File: src/rtl/core/assert_macros.svh
// Assertion helpers for the RTL of this block; included by timed_action_queue.sv.
`ifndef ASSERT_MACROS_SVH
`define ASSERT_MACROS_SVH

// The expression holds at every clock edge outside reset.
`define ASSERT_ALWAYS(lbl, expr, msg) \
    lbl: assert property (@(posedge i_clk) disable iff (!i_rst_n) (expr)) \
        else $error(msg);

// When the first expression holds, the second holds in the next cycle.
`define ASSERT_NEXT(lbl, ante, cons, msg) \
    lbl: assert property (@(posedge i_clk) disable iff (!i_rst_n) (ante) |=> (cons)) \
        else $error(msg);

`endif

File: src/rtl/core/taq_pkg.sv
`default_nettype none

package taq_pkg;

    localparam int TIME_W  = 48;
    localparam int DELAY_W = 32;
    localparam logic [TIME_W-1:0] TIME_MAX = {TIME_W{1'b1}};

    localparam logic [1:0] MODE_ADD = 2'd0;
    localparam logic [1:0] MODE_POP = 2'd1;

    localparam logic [1:0] STATUS_OK    = 2'd0;
    localparam logic [1:0] STATUS_EMPTY = 2'd1;
    localparam logic [1:0] STATUS_FULL  = 2'd2;

    typedef enum logic [1:0] {
        ST_IDLE,
        ST_APPLY,
        ST_WAIT
    } t_state;

    typedef struct packed {
        logic insert;
        logic remove;
    } t_cell_ctrl;

endpackage

`default_nettype wire

File: src/rtl/core/timed_action_queue.sv
// Channel   Direction  Handshake                  Payload
// input     in         i_in_valid / o_in_stall    i_mode, i_now_us, i_delay_us, i_action_id
// result    out        o_out_valid / i_out_stall  o_status, o_popped_action, o_popped_valid,
//                                                 o_wait_us, o_is_empty, o_entry_count
//
// An item passes through ST_APPLY, which applies the insert or remove across the row of cells,
// and then ST_WAIT, which forms the wait from the new head and in which the next item is accepted
// if the result register is free. The result is loaded into the output register as ST_WAIT ends.
// A stalled result register holds the block in ST_WAIT and stalls the input.
// Reset is synchronous and active low; it empties the queue.
`default_nettype none
`include "assert_macros.svh"

module timed_action_queue
    import taq_pkg::*;
#(
    parameter int DEPTH       = 16,
    parameter int ACTION_BITS = 8
) (
    input  wire logic                      i_clk,
    input  wire logic                      i_rst_n,
    input  wire logic                      i_in_valid,
    output logic                           o_in_stall,
    input  wire logic [1:0]                i_mode,
    input  wire logic [TIME_W-1:0]         i_now_us,
    input  wire logic [DELAY_W-1:0]        i_delay_us,
    input  wire logic [ACTION_BITS-1:0]    i_action_id,
    output logic                           o_out_valid,
    input  wire logic                      i_out_stall,
    output logic [1:0]                     o_status,
    output logic [ACTION_BITS-1:0]         o_popped_action,
    output logic                           o_popped_valid,
    output logic [TIME_W-1:0]              o_wait_us,
    output logic                           o_is_empty,
    output logic [$clog2(DEPTH + 1)-1:0]   o_entry_count
);

    localparam int CNT_W = $clog2(DEPTH + 1);
    localparam logic [CNT_W-1:0] FULL_COUNT = CNT_W'(DEPTH);

    t_state                 r_state;
    t_state                 n_state;
    logic [1:0]             r_mode;
    logic [TIME_W-1:0]      r_now;
    logic [TIME_W-1:0]      r_due;
    logic [ACTION_BITS-1:0] r_id;
    logic [CNT_W-1:0]       r_count;
    logic [CNT_W-1:0]       n_count;
    logic [1:0]             r_res_status;
    logic [ACTION_BITS-1:0] r_res_act;
    logic                   r_res_pvld;
    logic                   r_out_valid;
    logic [1:0]             r_out_status;
    logic [ACTION_BITS-1:0] r_out_act;
    logic                   r_out_pvld;
    logic [TIME_W-1:0]      r_out_wait;
    logic                   r_out_empty;
    logic [CNT_W-1:0]       r_out_count;

    logic                   in_accept;
    logic                   out_free;
    logic                   do_add;
    logic                   do_pop;
    logic                   load_out;
    logic [TIME_W:0]        due_sum;
    logic [TIME_W-1:0]      head_wait;
    t_cell_ctrl             cell_ctrl;

    logic [TIME_W-1:0]      w_due [DEPTH];
    logic [ACTION_BITS-1:0] w_id  [DEPTH];
    logic                   w_le  [DEPTH];

    assign out_free   = !r_out_valid || !i_out_stall;
    assign o_in_stall = !((r_state == ST_IDLE) || ((r_state == ST_WAIT) && out_free));
    assign in_accept  = i_in_valid && !o_in_stall;

    assign due_sum = {1'b0, i_now_us} + {{(TIME_W + 1 - DELAY_W){1'b0}}, i_delay_us};

    assign do_add = (r_state == ST_APPLY) && (r_mode == MODE_ADD) && (r_count != FULL_COUNT);
    assign do_pop = (r_state == ST_APPLY) && (r_mode == MODE_POP) && (r_count != '0);
    assign cell_ctrl.insert = do_add;
    assign cell_ctrl.remove = do_pop;

    assign head_wait = ((r_count != '0) && (w_due[0] > r_now)) ? (w_due[0] - r_now) : '0;

    for (genvar g = 0; g < DEPTH; g++) begin : g_cell
        logic                   prev_le;
        logic [TIME_W-1:0]      prev_due;
        logic [ACTION_BITS-1:0] prev_id;
        logic [TIME_W-1:0]      next_due;
        logic [ACTION_BITS-1:0] next_id;

        if (g == 0) begin : g_first
            assign prev_le  = 1'b1;
            assign prev_due = r_due;
            assign prev_id  = r_id;
        end else begin : g_inner
            assign prev_le  = w_le[g-1];
            assign prev_due = w_due[g-1];
            assign prev_id  = w_id[g-1];
        end

        if (g == DEPTH - 1) begin : g_last
            assign next_due = w_due[g];
            assign next_id  = w_id[g];
        end else begin : g_body
            assign next_due = w_due[g+1];
            assign next_id  = w_id[g+1];
        end

        taq_cell #(
            .ACTION_BITS(ACTION_BITS)
        ) u_cell (
            .i_clk      (i_clk),
            .i_ctrl     (cell_ctrl),
            .i_occ      (CNT_W'(g) < r_count),
            .i_new_due  (r_due),
            .i_new_id   (r_id),
            .i_prev_le  (prev_le),
            .i_prev_due (prev_due),
            .i_prev_id  (prev_id),
            .i_next_due (next_due),
            .i_next_id  (next_id),
            .o_le       (w_le[g]),
            .o_due      (w_due[g]),
            .o_id       (w_id[g])
        );
    end

    always_comb begin
        n_state  = r_state;
        n_count  = r_count;
        load_out = 1'b0;
        case (r_state)
            ST_IDLE: begin
                if (in_accept) begin
                    n_state = ST_APPLY;
                end
            end
            ST_APPLY: begin
                n_state = ST_WAIT;
                if (do_add) begin
                    n_count = r_count + 1'b1;
                end else if (do_pop) begin
                    n_count = r_count - 1'b1;
                end
            end
            ST_WAIT: begin
                if (out_free) begin
                    load_out = 1'b1;
                    n_state  = in_accept ? ST_APPLY : ST_IDLE;
                end
            end
            default: begin
                n_state = ST_IDLE;
            end
        endcase
    end

    always_ff @(posedge i_clk) begin
        if (!i_rst_n) begin
            r_state     <= ST_IDLE;
            r_count     <= '0;
            r_out_valid <= 1'b0;
        end else begin
            r_state <= n_state;
            r_count <= n_count;
            if (load_out) begin
                r_out_valid <= 1'b1;
            end else if (!i_out_stall) begin
                r_out_valid <= 1'b0;
            end
        end
    end

    always_ff @(posedge i_clk) begin
        if (in_accept) begin
            r_mode <= i_mode;
            r_now  <= i_now_us;
            r_due  <= due_sum[TIME_W] ? TIME_MAX : due_sum[TIME_W-1:0];
            r_id   <= i_action_id;
        end
        if (r_state == ST_APPLY) begin
            r_res_pvld <= do_pop;
            r_res_act  <= do_pop ? w_id[0] : '0;
            if ((r_mode == MODE_ADD) && !do_add) begin
                r_res_status <= STATUS_FULL;
            end else if ((r_mode == MODE_POP) && !do_pop) begin
                r_res_status <= STATUS_EMPTY;
            end else begin
                r_res_status <= STATUS_OK;
            end
        end
        if (load_out) begin
            r_out_status <= r_res_status;
            r_out_act    <= r_res_act;
            r_out_pvld   <= r_res_pvld;
            r_out_wait   <= head_wait;
            r_out_empty  <= (r_count == '0);
            r_out_count  <= r_count;
        end
    end

    assign o_out_valid     = r_out_valid;
    assign o_status        = r_out_status;
    assign o_popped_action = r_out_act;
    assign o_popped_valid  = r_out_pvld;
    assign o_wait_us       = r_out_wait;
    assign o_is_empty      = r_out_empty;
    assign o_entry_count   = r_out_count;

    `ASSERT_ALWAYS(a_count_bound, r_count <= FULL_COUNT, "occupancy above depth")
    `ASSERT_ALWAYS(a_empty_match, !o_out_valid || (o_is_empty == (o_entry_count == '0)),
        "empty flag disagrees with count")
    `ASSERT_NEXT(a_wait_hold, (r_state == ST_WAIT) && !out_free, r_state == ST_WAIT,
        "result stage left while blocked")
    `ASSERT_NEXT(a_pop_count, do_pop, r_count == $past(r_count) - 1'b1,
        "pop did not reduce occupancy")
    `ASSERT_NEXT(a_add_count, do_add, r_count == $past(r_count) + 1'b1,
        "add did not raise occupancy")

endmodule

`default_nettype wire

File: src/rtl/core/taq_cell.sv
`default_nettype none

module taq_cell
    import taq_pkg::*;
#(
    parameter int ACTION_BITS = 8
) (
    input  wire logic                   i_clk,
    input  wire t_cell_ctrl             i_ctrl,
    input  wire logic                   i_occ,
    input  wire logic [TIME_W-1:0]      i_new_due,
    input  wire logic [ACTION_BITS-1:0] i_new_id,
    input  wire logic                   i_prev_le,
    input  wire logic [TIME_W-1:0]      i_prev_due,
    input  wire logic [ACTION_BITS-1:0] i_prev_id,
    input  wire logic [TIME_W-1:0]      i_next_due,
    input  wire logic [ACTION_BITS-1:0] i_next_id,
    output logic                        o_le,
    output logic [TIME_W-1:0]           o_due,
    output logic [ACTION_BITS-1:0]      o_id
);

    logic [TIME_W-1:0]      r_due;
    logic [TIME_W-1:0]      n_due;
    logic [ACTION_BITS-1:0] r_id;
    logic [ACTION_BITS-1:0] n_id;

    assign o_le  = i_occ && (r_due <= i_new_due);
    assign o_due = r_due;
    assign o_id  = r_id;

    always_comb begin
        n_due = r_due;
        n_id  = r_id;
        if (i_ctrl.insert) begin
            if (!i_prev_le) begin
                n_due = i_prev_due;
                n_id  = i_prev_id;
            end else if (!o_le) begin
                n_due = i_new_due;
                n_id  = i_new_id;
            end
        end else if (i_ctrl.remove) begin
            n_due = i_next_due;
            n_id  = i_next_id;
        end
    end

    always_ff @(posedge i_clk) begin
        r_due <= n_due;
        r_id  <= n_id;
    end

endmodule

`default_nettype wire
File: config.mk
export PLATFORM = sky130hd
export DESIGN_NAME = timed_action_queue
export DESIGN_NICKNAME = d
export VERILOG_FILES = /design/src/rtl/core/taq_pkg.sv /design/src/rtl/core/timed_action_queue.sv /design/src/rtl/core/taq_cell.sv
export VERILOG_INCLUDE_DIRS = /design/src /design/src/rtl/core
export SDC_FILE = /design/constraint.sdc
export NUM_CORES = 2
export LEC_CHECK = 0
export BUFFER_PORTS_ARGS = -buffer_cell sky130_fd_sc_hd__buf_2
export CORE_MARGIN = 3
export CORE_UTILIZATION = 55
export DETAILED_ROUTE_END_ITERATION = 16
export GPL_TIMING_DRIVEN = 0
export PLACE_DENSITY = 0.77
export SETUP_SLACK_MARGIN = 0.4
export SKIP_LAST_GASP = 1
export SLEW_MARGIN = 20
export SYNTH_ARGS = -nofsm -noshare
export SYNTH_HDL_FRONTEND = slang
export SYNTH_SLANG_ARGS = --single-unit
File: constraint.sdc
create_clock -name i_clk -period 13.8 [get_ports i_clk]
set_input_delay 0.69 -clock i_clk [delete_from_list [all_inputs] [get_ports i_clk]]
set_output_delay 0.69 -clock i_clk [all_outputs]
set_load 0.005 [all_outputs]
==> out/qor.csv <==
metric,value,unit
die area,0.140,mm^2
Synth area leader,edfxtp_1,
CP max-delay cell,nor3_1,
Post-Syn Nets,8194,
drt wl/cell,31.6,um
CP Cell Sequence,clkbuf_1 -> inv_1 -> ha_1 -> nand4_1 -> nor3_1 -> nor2b_1 -> o41ai_1 -> a21oi_1 -> buf_2 -> o21ai_0 -> nand2_4 -> buf_12,
f_max,125,MHz
"Slew Viols, Final",0,
Rows,134,
CP required,14.28,ns
clk sinks,1086,
Worst slew margin,0.104,
die height,374,um
Total GRT Usage,0.413,
CP max stage delay,1.06,ns
clock tree from TritonCTS,done,
share of layout cells above drive strength 1,0.0865,
Port Buffer Count,160,
CP startpoint kind,flip-flop,
switching pwr,2.53,mW
global-route wire length before repair,425000,um
clock slew at reported path FFs,0.07,ns
Detailed Place HPWL,231000,um
Final period util,0.577,
number of flops mapped to enable cells by yosys,1078,
Clock power frac,0.403,
Int Power,6.11,mW
clk root buf,clkbuf_16,
clk_lat worst skew,0.82,ns
PD cells,105,mW/mm^2
Final Core Density,0.618,
worst path arrival time,8.45,ns
Comb pwr share,0.159,
routability cong.,1.02,
vias in the first global route,64200,
vias post-DR,66800,
Starting Density,0.555,
Synth cell types,80,
post-route cell area,0.0826,mm^2
setup_tns,0,ns
Synth Register Bits,1086,
met1 wire length,107000,um
gate count after technology mapping,7247,
Top Family by Delay on Critical Path,buffers and inverters,
sequential fraction of the synthesis area,0.438,
pin count of the biggest net entering global routing,53,
Crit Path Class,flip-flop to flip-flop,
Post-CTS Setup Bufs,0,
Highest Signal Layer,met5,
Max Buffers Root-to-Sink,3,
gr ovfl total,0,
unrepaired setup endpoints after global routing,no,
Core ar.,0.134,mm^2
"Buf+Inv Stages, Crit Path",4,
worst vdd ir,0.140,mV
Worst-Margin Slew,1.33,ns
Die Wd,374,um
met3 WL post-DR,41300,um
Antenna Nets Post-Route,0,
Synth area leaders,"edfxtp_1, ha_1, mux2i_1, nand2_1, a21o_1",
length of the first detailed-routing pass in iterations,12,
Hold Path Class,input pin to flip-flop,
drt via density,7.06,
commonest cells in the netlist,"nand2_1, edfxtp_1, ha_1",
placed cell areas,0.0784,mm^2
synthesized area per cell,10.3,um^2
main flop type after synthesis,edfxtp_1,
IO Count,161,
register share of total power,0.438,
worst clock skew,0.0317,ns
post-cts resize count,0,
CTS buffer count,132,
Final Hold Viols,0,
Synth top area share,0.436,
synthesized area,0.0743,mm^2
initial antenna violation count,29,
final wirelength,299000,um
warnings from Yosys,0,
H-tree depth,4,
Finish-stage setup viols,0,
"count leader, synth",nand2_1,
outcome,completed,
Async SR Flop Fraction,0,
met2 WL,126000,um
# hold bufs at CTS,0,
Sw Share,0.293,
crit end category,flip-flop,
minimum clock period,7.97,ns
Area Growth Syn to Fin,11.2,%
DR DRC count,0,
Leak,35.1,nW
1st-iter DRT viols,9834,
nets@finish,8528,
crit-path max FO,31,
number of max-cap violations,0,
-- layout by cell type (no fill, tap or decap), types with 23 or more instances in the layout --
cell / count
o21ai_0: 436
o21a_1: 58
a21o_1: 366
mux2i_1: 447
buf_2: 237
buf_1: 44
a31oi_1: 23
nor4_1: 27
clkbuf_1: 320
ha_1: 851
a21oi_1: 285
and3_1: 73
inv_1: 146
clkinv_1: 28
o211ai_1: 295
edfxtp_1: 1078
buf_16: 26
nand4_1: 204
clkbuf_16: 132
nor3_1: 36
o21ai_1: 30
nor2_1: 204
nand3_1: 437
a22oi_1: 58
a211o_1: 116
and2_1: 25
nand2b_1: 26
nand2_1: 1123
nor2b_1: 44
mux2_2: 114
xnor2_1: 41
-- cells by family after synthesis --
| family | Yosys count | synth area share |
|---|---|---|
| fa+ha+maj | 853 | 0.144 |
| buf+inv | 595 | 0.0325 |
| simple gates | 2290 | 0.141 |
| xor+xnor | 60 | 0.00707 |
| compound gates | 1802 | 0.160 |
| mux | 561 | 0.0775 |
| flops | 1086 | 0.438 |
-- sequential cells by signal (all words and copies together), names as in the netlist, 2 cells and up --
name                 count
o_status                 2
o_popped_action          8
r_now                   48
g_cell.prev_due         48
g_cell.prev_id           8
o_entry_count            5
r_res_status             2
r_res_act                8
g_cell.u_cell.o_due    768
r_count                  5
r_mode                   2
o_wait_us               48
r_state                  2
g_cell.u_cell.o_id     128
-- layout make-up --
class                      instances  area (um^2)
antenna                           16         40.0
buffer                           449         1890
clock buffer                     163         3460
clock inverter                    74          667
fill                           11000        51200
inverter                         146          548
multi-input combinational       5566        39600
sequential                      1086        32500
tap                             1768         2210
timing repair buffer             200         1730
-- power groups by stage --
stage	sequential [mW]	combinational [mW]	clock, mW
floorplan	3.82	0.841	0
global placement	3.86	1.25	0
detailed placement	3.85	1.31	0
CTS	3.78	1.32	3.46
global route	3.79	1.47	3.59
finish	3.79	1.38	3.48
-- per-layer routing --
layer / up-vias / GRT usage
met5: - / 0
met4: 8 / 0.290
met3: 1263 / 0.128
met2: 5317 / 0.614
met1: 32000 / 0.513
li1: 28300 / -
-- stage by stage --
step | power, mW | hold WS, ns | std cells | setup slack [ns]
after floorplan | 4.66 | 0.400 | 7247 | 7.61
after global placement | 5.11 | 0.405 | 9175 | 1.28
after detailed placement | 5.16 | 0.406 | 9214 | 6.40
final | 8.64 | 0.0437 | 9468 | 5.83
after global routing | 8.85 | 0.0467 | 9452 | 6.16
after CTS | 8.56 | 0.0322 | 9451 | 6.37
-- worst register-to-register path: stages (launching register included) --
cell and delay (ns):
edfxtp_1 0.46, clkbuf_1 0.76, inv_1 0.77, ha_1 0.60, nand4_1 0.19, nor3_1 1.06, nor2b_1 0.69, o41ai_1 0.32
a21oi_1 0.85, buf_2 0.68, o21ai_0 0.32, nand2_4 0.59, buf_12 0.34
-- worst paths after layout --
path	start	to	slack, ns	cells after the start
worst max-delay path	g_cell[0].prev_due[6]	g_cell[1].u_cell.o_due[35]	5.83	12
worst min-delay path	i_mode[1]	r_mode[1]	0.04	1
worst max register to register	g_cell[0].prev_due[6]	g_cell[1].u_cell.o_due[35]	5.83	12
worst min register to register	r_res_act[0]	o_popped_action[0]	0.42	0
Note: power is estimated with default switching activity, not from simulation.
